==> config.mk <==
export PLATFORM = sky130hd
export DESIGN_NAME = uvs_div
export DESIGN_NICKNAME = d
export VERILOG_FILES = /design/src/hw/rtl/uvs_div.sv
export SDC_FILE = /design/constraint.sdc
export NUM_CORES = 1
export LEC_CHECK = 0
export BUFFER_PORTS_ARGS = -buffer_cell sky130_fd_sc_hd__buf_2
export CORE_UTILIZATION = 61
export DETAILED_ROUTE_END_ITERATION = 10
export PLACE_DENSITY = 0.77
export SYNTH_ARGS = -nofsm -noshare
export SYNTH_HDL_FRONTEND = slang
export SYNTH_SLANG_ARGS = --single-unit
==> constraint.sdc <==
create_clock -name clk -period 3.4 [get_ports clk]
set_input_delay 0.34 -clock clk [delete_from_list [all_inputs] [get_ports clk]]
set_output_delay 0.34 -clock clk [all_outputs]
set_load 0.1 [all_outputs]
==> src/hw/rtl/uvs_div.sv <==
`default_nettype none
module uvs_div #(
  parameter int CW = 9,
  parameter int QW = 17,
  parameter int DW = 26
) (
  input  wire          clk,
  input  wire [DW-1:0] dividend,
  input  wire [CW-1:0] divisor,
  output logic [QW-1:0] quotient
);

  logic [CW-1:0] rem_r   [QW];
  logic [QW-1:0] low_r   [QW];
  logic [QW-1:0] q_r     [QW];
  logic [CW-1:0] rem_nxt [QW];
  logic [QW-1:0] low_nxt [QW];
  logic [QW-1:0] q_nxt   [QW];

  function automatic logic [CW:0] trial(input logic [CW-1:0] rem, input logic b);
    return {rem, b};
  endfunction

  always_comb begin
    logic [CW:0]   t;
    logic          ge;
    logic [CW-1:0] rem;
    logic [QW-1:0] low;
    logic [QW-1:0] q;
    for (int k = 0; k < QW; k++) begin
      if (k == 0) begin
        rem = CW'(dividend[DW-1:QW]);
        low = dividend[QW-1:0];
        q   = '0;
      end else begin
        rem = rem_r[k-1];
        low = low_r[k-1];
        q   = q_r[k-1];
      end
      t  = trial(rem, low[QW-1]);
      ge = t >= {1'b0, divisor};
      rem_nxt[k] = ge ? CW'(t - {1'b0, divisor}) : CW'(t);
      low_nxt[k] = low << 1;
      q_nxt[k]   = {q[QW-2:0], ge};
    end
  end

  always_ff @(posedge clk) begin
    for (int k = 0; k < QW; k++) begin
      rem_r[k] <= rem_nxt[k];
      low_r[k] <= low_nxt[k];
      q_r[k]   <= q_nxt[k];
    end
  end

  assign quotient = q_r[QW-1];

endmodule
`default_nettype wire

==> flow_summary.toml <==
[synth]
ys_dominant_reg_cell = "dfxtp_1"
seq_area_frac_synth = 0.5242
ys_warn_count = 0
postSynth.asyncResetShare = 0
synth_cell_type_count = 58
syn-instance-count = 1421
syn_area_um2 = 16540
syn-num-nets = 1626
synth_edf_count = 0
ys_ff_latch = 433
synth.avg_cell_area_um2 = 11.64

[die]
ios = 53
die_area_um2 = 27770
die_w_um = 166.7
coreArea_um2 = 26350
start_util = 0.6275
rows = 59
die_y_um = 166.7

[timing]
rsz0062_at_grt = "false"
drv_slew = 0
fin_crit_ns = 2.694
post-route-period-util = 0.7922
slew_headroom = 0.1858
hold_viol = 0
finalSetupViolCount = 0
tns_ns = 0
clock.fmax_ghz = 0.3713
tightest_slew_ns = 1.216
clock_skew_ns = 0.008361

[power_and_ir_drop]
irDropWorstVdd_v = 0.0006415
p_leak_nw = 8.274
power_density_nw_per_um2 = 1124

[setup_path]
critical_path_buf_inv_count = 2
cp_top_family = "compound AO/OA/AOI/OAI gates"
crit_arrival_ns = 3.10
timing.setup.critical_path_class = "reg2reg"
crit_fanout = 13
crit_path_start_kind = "register"
worst_ep_required_time_ns = 3.80
critPathMaxStageDelay_ns = 0.93
slowest_stage = "a31oi_1"
cpMostUsedCell = "inv_1"
worstSetupEndpointType = "register"
cp_cell_sequence = "inv_1, ha_1, inv_1, fa_1, a21o_1, o21ai_0, a31oi_1, mux2_2"

[detailed_routing]
viasPerCell = 5.584
drt_first_iter_violations = 521
wl_um = 31150
wire_per_inst_um = 16.24
vias = 10710
drcViolationCount = 0
dr.pass1.iters = 5
ant_nets = 0

[clock_network]
tritoncts = "done"
htreeDepth = 2
insertion_delay_ns = 0.53
ctsHoldBuffers = 16
clock_sinks = 433
clk_pin_slew_ns = 0.06
postCtsSetupBuffers = 0
cts_resized = 0
clk_path_buf_depth = 3
cts_buffers = 42
cts_root_buffer = "clkbuf_16"

[job]
cap_violations = 0

[finish]
final_common_cell = "dfxtp_1"
fin_cells = 1918
drive_gt1_frac = 0.1712
fillers = 1850
n_antenna_cell = 0
final_cell_mix = "dfxtp_1, ha_1, a21oi_1"
area_growth_pct = 14.72
nNetsFinal = 1756

[placed_design]
place_hpwl_um = 21940
placedCellCount = 1826
port_buffers = 52
gp_congestion = 0.9023

[global_route]
grt_pass1_vias = 11036
grt_max_degree = 18
grt_pass1_wl_um = 52050
grt_usage = 0.2288
antenna_found_initial = 0
grt_overflow = 0

[worst_hold_path]
hold_path.class = "in2reg"

[status]
outcome = "complete, no violations"
layer usage:
layer / up-vias / global-route usage / share of wire
met4: 0 / 0.07005 / 0.024
met2: 219 / 0.4083 / 0.48
met3: 67 / 0.03493 / 0.038
met5: - / 0 / 0
li1: 5379 / - / -
met1: 5045 / 0.2839 / 0.45
final cells by class:
| cell class | count | area, um^2 | area share |
|---|---|---|---|
| Tap cell | 335 | 419.2 | 0.02209 |
| Timing Repair Buffer | 92 | 613.1 | 0.03232 |
| Multi-Input combinational cell | 911 | 7551 | 0.3980 |
| Clock inverter | 23 | 255.2 | 0.01345 |
| Sequential cell | 433 | 8668 | 0.4569 |
| Inverter | 71 | 269.0 | 0.01418 |
| Clock buffer | 53 | 1196 | 0.06305 |
sequential cells by signal, summed over array words and instances (netlist names):
register / count
low_r: 136
q_r: 153
rem_r: 144
cell usage after synthesis (6+ instances only):
library cell | n | area share
a211oi_1 | 16 | 0.0073
a21boi_0 | 11 | 0.0050
a21o_1 | 32 | 0.015
a21oi_1 | 100 | 0.030
a221oi_1 | 7 | 0.0037
a31o_2 | 12 | 0.0064
a31oi_1 | 6 | 0.0023
and2_1 | 6 | 0.0023
and3_1 | 7 | 0.0026
dfxtp_1 | 433 | 0.52
fa_1 | 16 | 0.019
ha_1 | 153 | 0.12
inv_1 | 69 | 0.016
mux2_2 | 95 | 0.065
mux2i_1 | 20 | 0.012
nand2_1 | 39 | 0.0089
nand2b_1 | 20 | 0.0076
nand3_1 | 31 | 0.0094
nand3b_1 | 9 | 0.0041
nand4_1 | 18 | 0.0068
nor2_1 | 59 | 0.013
nor2b_1 | 16 | 0.0061
nor3_1 | 12 | 0.0036
o211ai_1 | 6 | 0.0027
o21a_1 | 22 | 0.010
o21ai_0 | 47 | 0.014
o31ai_1 | 13 | 0.0059
o31ai_4 | 6 | 0.0077
or3_1 | 6 | 0.0023
xnor2_1 | 61 | 0.032
xor2_1 | 15 | 0.0079
power breakdown:
group	leakage [nW]	switching (mW)	internal (mW)
clock	0.689	1.92	2.82
sequential	3.65	0.790	6.94
combinational	3.94	4.75	4.11
total	8.27	7.46	13.9
cells by family after synthesis:
kind of cell    Yosys count  synth area share
buf+inv                  77           0.01922
fa+ha+maj               169            0.1351
compound gates          320            0.1329
mux                     117           0.07861
xor+xnor                 76           0.04025
flops                   433            0.5242
simple gates            229           0.06968
through the flow:
| step | hold WS (ns) | setup slack [ns] | power (mW) | instance area, um^2 | utilization |
|---|---|---|---|---|---|
| 5_1_grt | 0.08242 | 0.5643 | 22.75 | 18970 | 0.7199 |
| 6_report | 0.09631 | 0.7064 | 21.33 | 18970 | 0.7199 |
| 3_3_place_gp | 0.3095 | 0.3762 | 16.27 | 17360 | 0.6587 |
| 2_1_floorplan | 0.3096 | 0.4454 | 14.76 | 16540 | - |
| 4_1_cts | 0.07472 | 0.7316 | 21.43 | 18970 | 0.7199 |
| 3_5_place_dp | 0.3121 | 0.3952 | 16.53 | 17360 | 0.6587 |
path summary, 6_finish.rpt:
| kind | startpoint | to | slack [ns] | depth (start not counted) |
|---|---|---|---|---|
| worst max register to register | low_r[0][207] | rem_r[0][125] | 0.71 | 8 |
| worst min-delay path | dividend[20] | rem_r[0][4] | 0.1 | 2 |
| worst max-delay path | low_r[0][207] | rem_r[0][125] | 0.71 | 8 |
| worst min register to register | q_r[0][161] | q_r[0][179] | 0.32 | 0 |
No activity file was read; power rests on OpenSTA's default activity.
