`config.mk`:
```
export PLATFORM = sky130hd
export DESIGN_NAME = uvs_seq
export DESIGN_NICKNAME = d
export VERILOG_FILES = /design/src/hw/rtl/uvs_pkg.sv /design/src/hw/rtl/uvs_seq.sv
export SDC_FILE = /design/constraint.sdc
export NUM_CORES = 1
export LEC_CHECK = 0
export BUFFER_PORTS_ARGS = -buffer_cell sky130_fd_sc_hd__buf_2
export CAP_MARGIN = 20
export CORE_AREA = 2 2 67 69
export DETAILED_ROUTE_END_ITERATION = 12
export DIE_AREA = 0 0 69 71
export PLACE_DENSITY = 0.68
export SKIP_CTS_REPAIR_TIMING = 1
export SYNTH_ARGS = -nofsm -noshare
export SYNTH_HDL_FRONTEND = slang
export SYNTH_SLANG_ARGS = --single-unit
export TNS_END_PERCENT = 20
```
`constraint.sdc`:
```
create_clock -name clk -period 4.2 [get_ports clk]
set_input_delay 0.21 -clock clk [delete_from_list [all_inputs] [get_ports clk]]
set_output_delay 0.21 -clock clk [all_outputs]
set_load 0.1 [all_outputs]
```
`src/hw/rtl/uvs_pkg.sv`:
```
`default_nettype none
package uvs_pkg;

  localparam int IN_W        = 8;
  localparam int IDX_W       = 9;
  localparam int RADIUS_W    = 16;
  localparam int CNT_CFG_W   = 9;
  localparam int CFG_IDX_W   = 2;
  localparam int CFG_DATA_W  = 16;
  localparam int POS_W       = 17;
  localparam int TEX_W       = 17;
  localparam int TEX_FRAC    = 16;
  localparam int CORNER_W    = 3;
  localparam int TRIG_W      = 18;
  localparam int MUL1_W      = 35;
  localparam int PROD_W      = 53;
  localparam int ANG_W       = 32;
  localparam int CORDIC_STEPS = 30;
  localparam int CORDIC_LAT  = CORDIC_STEPS + 1;
  localparam int CORDIC_X_W  = 34;
  localparam int CORDIC_Z_W  = 33;

  localparam logic [CFG_IDX_W-1:0] REG_RADIUS = 2'd0;
  localparam logic [CFG_IDX_W-1:0] REG_SLICES = 2'd1;
  localparam logic [CFG_IDX_W-1:0] REG_STACKS = 2'd2;

  localparam logic [RADIUS_W-1:0]  RADIUS_RST = 16'd256;
  localparam logic [CNT_CFG_W-1:0] COUNT_RST  = 9'd16;

  localparam logic [CORNER_W-1:0] LAST_CORNER = 3'd5;
  localparam logic [5:0] CORNER_DN = 6'b101001;
  localparam logic [5:0] CORNER_DM = 6'b110100;

  localparam logic signed [CORDIC_X_W-1:0] CORDIC_GAIN = 34'sd652032874;
  localparam logic signed [PROD_W-1:0] POS_MAX = 53'sd65535;
  localparam logic signed [PROD_W-1:0] POS_MIN = -53'sd65535;

  typedef struct packed {
    logic                valid;
    logic                bad;
    logic                last;
    logic [CORNER_W-1:0] corner;
    logic [IDX_W-1:0]    n;
    logic [IDX_W-1:0]    m;
  } beat_t;

  typedef struct packed {
    logic                valid;
    logic                bad;
    logic                last;
    logic [CORNER_W-1:0] corner;
    logic [TEX_W-1:0]    tex_u;
    logic [TEX_W-1:0]    tex_v;
  } side_t;

  function automatic logic [31:0] atan_turn(input int k);
    logic [31:0] r;
    case (k)
      0: r = 32'd536870912;
      1: r = 32'd316933406;
      2: r = 32'd167458907;
      3: r = 32'd85004756;
      4: r = 32'd42667331;
      5: r = 32'd21354465;
      6: r = 32'd10680862;
      7: r = 32'd5340245;
      8: r = 32'd2670163;
      9: r = 32'd1335087;
      10: r = 32'd667544;
      11: r = 32'd333772;
      12: r = 32'd166886;
      13: r = 32'd83443;
      14: r = 32'd41721;
      15: r = 32'd20860;
      16: r = 32'd10430;
      17: r = 32'd5215;
      18: r = 32'd2607;
      19: r = 32'd1303;
      20: r = 32'd651;
      21: r = 32'd325;
      22: r = 32'd162;
      23: r = 32'd81;
      24: r = 32'd40;
      25: r = 32'd20;
      26: r = 32'd10;
      27: r = 32'd5;
      28: r = 32'd2;
      29: r = 32'd1;
      default: r = 32'd0;
    endcase
    return r;
  endfunction

  function automatic logic signed [POS_W-1:0] round_sat(input logic signed [PROD_W-1:0] p);
    logic signed [PROD_W-1:0] t;
    logic signed [POS_W-1:0]  r;
    t = (p + 53'sd2147483648) >>> 32;
    if (t > POS_MAX) r = 17'sd65535;
    else if (t < POS_MIN) r = -17'sd65535;
    else r = POS_W'(t);
    return r;
  endfunction

endpackage
`default_nettype wire

```
`src/hw/rtl/uvs_seq.sv`:
```
`default_nettype none
module uvs_seq #(
  parameter int CW = 9
) (
  input  wire                          clk,
  input  wire                          rst_n,
  input  wire                          start,
  input  wire [uvs_pkg::IN_W-1:0]      in_stack_index,
  input  wire [uvs_pkg::IN_W-1:0]      in_slice_index,
  input  wire [CW-1:0]                 slices,
  input  wire [CW-1:0]                 stacks,
  output logic                         busy,
  output uvs_pkg::beat_t               beat
);
  import uvs_pkg::*;

  localparam int CMPW = (CW > IN_W) ? CW : IN_W;

  logic                active_r, active_nxt;
  logic [CORNER_W-1:0] k_r, k_nxt;
  logic [IN_W-1:0]     i_r, j_r;
  logic                bad_r;
  logic                last_now, accept, bad_in;

  assign last_now = bad_r || (k_r == LAST_CORNER);
  assign busy     = active_r && !last_now;
  assign accept   = start && !busy;
  assign bad_in   = (CMPW'(in_stack_index) >= CMPW'(stacks)) ||
                    (CMPW'(in_slice_index) >= CMPW'(slices));

  always_comb begin
    active_nxt = active_r;
    k_nxt      = k_r;
    if (accept) begin
      active_nxt = 1'b1;
      k_nxt      = '0;
    end else if (active_r) begin
      if (last_now) begin
        active_nxt = 1'b0;
      end else begin
        k_nxt = k_r + 3'd1;
      end
    end
  end

  always_ff @(posedge clk) begin
    if (!rst_n) begin
      active_r <= 1'b0;
      k_r      <= '0;
    end else begin
      active_r <= active_nxt;
      k_r      <= k_nxt;
    end
  end

  always_ff @(posedge clk) begin
    if (accept) begin
      i_r   <= in_stack_index;
      j_r   <= in_slice_index;
      bad_r <= bad_in;
    end
  end

  always_comb begin
    beat.valid  = active_r;
    beat.bad    = bad_r;
    beat.last   = last_now;
    beat.corner = k_r;
    beat.n      = IDX_W'(i_r) + IDX_W'(CORNER_DN[k_r]);
    beat.m      = IDX_W'(j_r) + IDX_W'(CORNER_DM[k_r]);
  end

endmodule
`default_nettype wire

```
==> out/results.tsv, run 1 <==
metric	value	unit
Die Y	71	um
Yosys reg bits	23	
first-pass GRT wire length	4540	um
DRC Markers	0	
initial core utilization	35.83	%
Yosys top cell area share	33.89	%
layout cell share with drive strength beyond 1	35.96	%
vias in the first global route	1054	
Final Instance Area	0.001901	mm2
clk_lat worst skew	0.25	ns
Worst EP required	3.99	ns
H-tree levels	1	
Fmax	0.4826	GHz
Post-synth EDFFs	17	
clock sink count	23	
synthesized net count	201	
Yosys warning count	0	
Critical Path Fanout Max	3	
Final Skew	0.0004478	ns
DR pass1 iterations	4	
clock slew at reported path FFs	0.07	ns
GRT overflow	0	
largest net degree at the start of global routing	18	
Area Overhead vs Synth	26.16	%
core area	0.004204	mm2
Max Slew Vio Count	0	
relative slew slack	52.02	%
Data arrival, critical path	1.86	ns
width of the die	69	um
peak supply drop	0.0001459	V
IO Pins	62	
Seq/Total Area, Yosys	41.86	%
buffers added on ports	61	
Post-Synthesis Cells	141	
Area contributors post-synth	edfxtp_1 (34%), ha_1 (19%), dfxtp_1 (8.0%)	
critical path cell sequence	ha_1 > ha_1 > nand3_1 > nor2_1 > xor2_1 > buf_2	
WL/cell	10.57	um
Hold WC Path Type	primary input to flop	
share of synthesized registers carrying an async set or reset	0	%
antenna violations before repair	0	
Avg Vias per Cell	4.565	
Mean Syn Cell Area	10.68	um2
Site Rows	24	
via count	1164	
crit path launch type	flop	
CP delay by family, top	buffers and inverters	
kind of critical path	flop to output pin	
commonest non-fill, non-tap cells in the layout	buf_2 (61), ha_1 (23), inv_1 (20)	
Least-Margin Pin Slew	0.7198	ns
Slowest cell on crit path	buf_2	
commonest non-fill, non-tap cell in the layout	buf_2	
number of nets in the layout	264	
Leak	0.0009535	uW
worst path bufs/invs	1	
GR Util All Layers	11.24	%
Critical Path End Type	output pin	
overall routed net length	2696	um
pwr/cell area	326.3	mW/mm2
run status	complete, no violations	
CTS tree	yes	
biggest area consumer among synthesized cells	edfxtp_1	
DR iter-0 viols	17	
Pwr Total	620.1	uW
hpwl dp	2312	um
Max Cap Violations	0	
RD Place Congestion	0.8542	
fin crit period	2.072	ns
synthesized cell area	0.001506	mm2
Longest Clk Path Bufs	2	
RSZ-0062 raised after global routing	no	
diodes inserted	0	
Final Hold Fails	0	
ys flop type	edfxtp_1	
Reg2Reg Setup Slack	2.32	ns
post-route ant nets	0	
endpoints failing setup	0	
crit-path most repeated cell	ha_1	
setup_tns	0	ns
max incr delay on CP	0.43	ns
crit share post-route	49.34	%
post-synth cell types	33	
CTS buffer count	3	
DIE AREA	0.004899	mm2
Area after DPL	0.001854	mm2
root buffer cell	clkbuf_8	
-- area by class of cell --
class                   instances  area (um2)
fillers                       420        2303
flip-flops and latches         23       630.6
well taps                      52       65.06
clock inverters                 1       5.005
repair buffers                 61       305.3
multi-input cells              93       770.7
inverters                      22       82.58
clock buffers                   3       41.29
-- cells by family (layout without fill, tap and decap cells) --
kind of cell | Yosys count | in the layout | share of synthesized area [%]
and+or+nand+nor | 35 | 35 | 13.04
buffers and inverters | 25 | 87 | 6.977
adders and majority gates | 23 | 23 | 19.10
DFF | 23 | 23 | 41.86
AOI/OAI and AO/OA | 22 | 22 | 11.46
xor gates and xnor gates | 13 | 13 | 7.558
-- path summary, 6_finish.rpt --
kind / start / to / cells past startpoint
worst max-delay path: flop / beat[6] / 6
worst min-delay path: in_stack_index[2] / i_r[2] / 1
worst max register to register: k_r[1] / flop / 10
worst min register to register: k_r[2] / k_r[2] / 2
-- per-stage QoR --
step / utilization, % / std cells / setup slack, ns / hold WS [ns]
floorplan: - / 141 / 1.325 / 0.3089
global placement: 44.11 / 251 / 2.389 / 0.4077
detailed placement: 44.11 / 251 / 2.340 / 0.4066
CTS: 45.21 / 255 / 2.090 / 0.1350
global route: 45.21 / 255 / 1.952 / 0.1356
finish: 45.21 / 255 / 2.128 / 0.1463
-- cell usage after synthesis, drive strengths merged, types with 2 or more instances --
| master | n |
|---|---|
| a211oi | 2 |
| a21o | 2 |
| a21oi | 7 |
| and3 | 4 |
| and4 | 2 |
| buf | 3 |
| dfxtp | 6 |
| edfxtp | 17 |
| ha | 23 |
| inv | 22 |
| nand2 | 8 |
| nand3 | 6 |
| nand4 | 3 |
| nor2 | 3 |
| nor2b | 4 |
| o21a | 4 |
| o21ai | 2 |
| xnor2 | 9 |
| xor2 | 4 |
-- power breakdown --
part	switching [uW]	internal, uW
Sequential	10.8	260
Clock	63.7	65.9
Combinational	170	49.2
Total	245	375
-- state kept, by name, indices dropped and copies added (netlist names), named ones only --
| signal | count |
|---|---|
| i_r | 8 |
| j_r | 8 |
| k_r | 3 |
| active_r | 1 |
| bad_r | 1 |
-- metal layers --
layer | share of wire [%] | track usage (%) | vias up
li1 | - | - | 622
met1 | 45 | 15.16 | 507
met2 | 49 | 18.59 | 33
met3 | 5.4 | 2.849 | 2
met4 | 0.45 | 1.961 | 0
met5 | 0 | 0 | -
No activity file was read; power rests on OpenSTA's default activity.
==> run 2: changes to the inputs <==
--- a/config.mk
+++ b/config.mk
@@ -10,7 +10,7 @@
 export CORE_AREA = 2 2 67 69
 export DETAILED_ROUTE_END_ITERATION = 12
 export DIE_AREA = 0 0 69 71
-export PLACE_DENSITY = 0.68
+export PLACE_DENSITY = 0.7
 export SKIP_CTS_REPAIR_TIMING = 1
 export SYNTH_ARGS = -nofsm -noshare
 export SYNTH_HDL_FRONTEND = slang
==> constraint.sdc (replaced) <==
create_clock -name clk -period 1.8 [get_ports clk]
set_input_delay 0.09 -clock clk [delete_from_list [all_inputs] [get_ports clk]]
set_output_delay 0.09 -clock clk [all_outputs]
set_load 0.1 [all_outputs]
==> out/results.tsv, run 2 (synthesis gave the netlist of run 1 again) <==
metric	value	unit	change
antenna violations before repair	0		unchanged
via count	1200		+3.1%
Final Skew	0.001086	ns	+0.0006385 ns
first-pass GRT wire length	4857	um	+7.0%
crit share post-route	97.54	%	
Reg2Reg Setup Slack	0.07	ns	-2.25 ns
clk_lat worst skew	0.25	ns	about the same
Longest Clk Path Bufs	2		unchanged
peak supply drop	0.0003357	V	+130%
Hold WC Path Type	primary input to flop		
RSZ-0062 raised after global routing	yes		
FILL cells	356		-15%
relative slew slack	67.09	%	+15 points
post-route ant nets	0		unchanged
Worst EP required	1.71	ns	-2.28 ns
Max Cap Violations	0		unchanged
Die Y	71	um	unchanged
crit path launch type	flop		
Area after DPL	0.002180	mm2	+18%
H-tree levels	1		unchanged
fin util	55.83	%	+11 points
run status	complete, no violations		
pwr/cell area	663.1	mW/mm2	+100%
Least-Margin Pin Slew	0.4971	ns	-0.2227 ns
DR iter-0 viols	23		+6
fin crit period	1.756	ns	
kind of critical path	flop to output pin		
Data arrival, critical path	1.67	ns	-0.19 ns
clock slew at reported path FFs	0.08	ns	about the same
commonest non-fill, non-tap cell in the layout	buf_2		
endpoints failing setup	0		unchanged
Final Hold Fails	0		unchanged
Area Overhead vs Synth	55.81	%	
number of nets in the layout	269		+1.9%
Critical Path Fanout Max	3		unchanged
width of the die	69	um	unchanged
hpwl dp	2571	um	+11%
Critical Path End Type	output pin		
GR Util All Layers	12.39	%	+1.2 points
RD Place Congestion	0.7979		-6.6%
largest net degree at the start of global routing	18		unchanged
core area	0.004204	mm2	unchanged
GRT overflow	0		unchanged
multi-input gate area in the final layout	0.001003	mm2	+30%
initial core utilization	35.83	%	unchanged
DRC Markers	0		unchanged
CTS tree	yes		
overall routed net length	3037	um	+13%
WL/cell	11.68	um	+10%
Avg Vias per Cell	4.615		+1.1%
IO Pins	62		unchanged
commonest non-fill, non-tap cells in the layout	buf_2 (50), inv_1 (19), ha_1 (17), edfxtp_1 (17), buf_12 (10)		
Final Instance Area	0.002347	mm2	+24%
Max Slew Vio Count	0		unchanged
buffers added on ports	61		unchanged
clock sink count	23		unchanged
Site Rows	24		unchanged
root buffer cell	clkbuf_8		
DIE AREA	0.004899	mm2	unchanged
DR pass1 iterations	6		+2
Leak	0.001080	uW	+13%
diodes inserted	0		unchanged
Largest regs	i_r: 8 flops, j_r: 8 flops, k_r: 3 flops		
layout cell share with drive strength beyond 1	49.04	%	+13 points
Fmax	0.5696	GHz	
CTS buffer count	3		unchanged
vias in the first global route	1142		+8.3%
Reg area	640.6	um2	+1.6%
-- run 2: changes by cell type in the layout (fill, tap and decap cells not counted), moves of 3 or more --
cell / before / now
buf_2: 61 / 50
dfxtp_1: 6 / 2
xnor2_2: 0 / 3
buf_4: 0 / 5
buf_12: 0 / 10
ha_1: 23 / 17
ha_4: 0 / 5
xnor2_1: 9 / 4
-- run 2: power breakdown --
group | internal, uW | switching (uW)
combinational | 186 | 423
sequential | 605 | 36.4
clock | 157 | 149
-- run 2: area by class of cell --
type,instances,area share [%]
inverter,22,4.158
multi-input combinational,93,42.75
timing repair buffer,66,21.11
clock buffer,4,1.919
sequential,23,27.29
tap,52,2.772
-- run 2: final timing paths --
path / end / depth (start not counted) / start
hold reg to reg: k_r[2] / 2 / k_r[2]
setup reg to reg: flop / 10 / k_r[1]
setup / recovery: beat[16] / 5 / i_r[0]
hold / removal: j_r[0] / 1 / in_slice_index[0]
-- run 2: metal layers --
metal,track usage [%],part of all wire (%)
met2,23.61,53
met4,3.268,0.53
met3,1.994,5.3
met1,14.39,41
met5,0,0
-- run 2: stage by stage --
stage	hold slack, ns	instances	power (uW)	setup WS [ns]	setup TNS [ns]
after CTS	0.01487	257	1553	-0.1863	-0.5840
after detailed placement	0.2876	253	1241	0.002441	0
after global routing	0.01063	260	1638	-0.04795	-0.04795
after floorplan	0.1889	141	1090	-0.6063	-4.295
after global placement	0.2872	253	1234	0.04187	0
final	0.02384	260	1556	0.04428	0
-- run 2: critical path, cell delays in order, from the launching register on --
cell and delay [ns]:
edfxtp_1 0.34, ha_2 0.21, and4_1 0.21, nand4_1 0.23, xnor2_4 0.22, buf_12 0.19
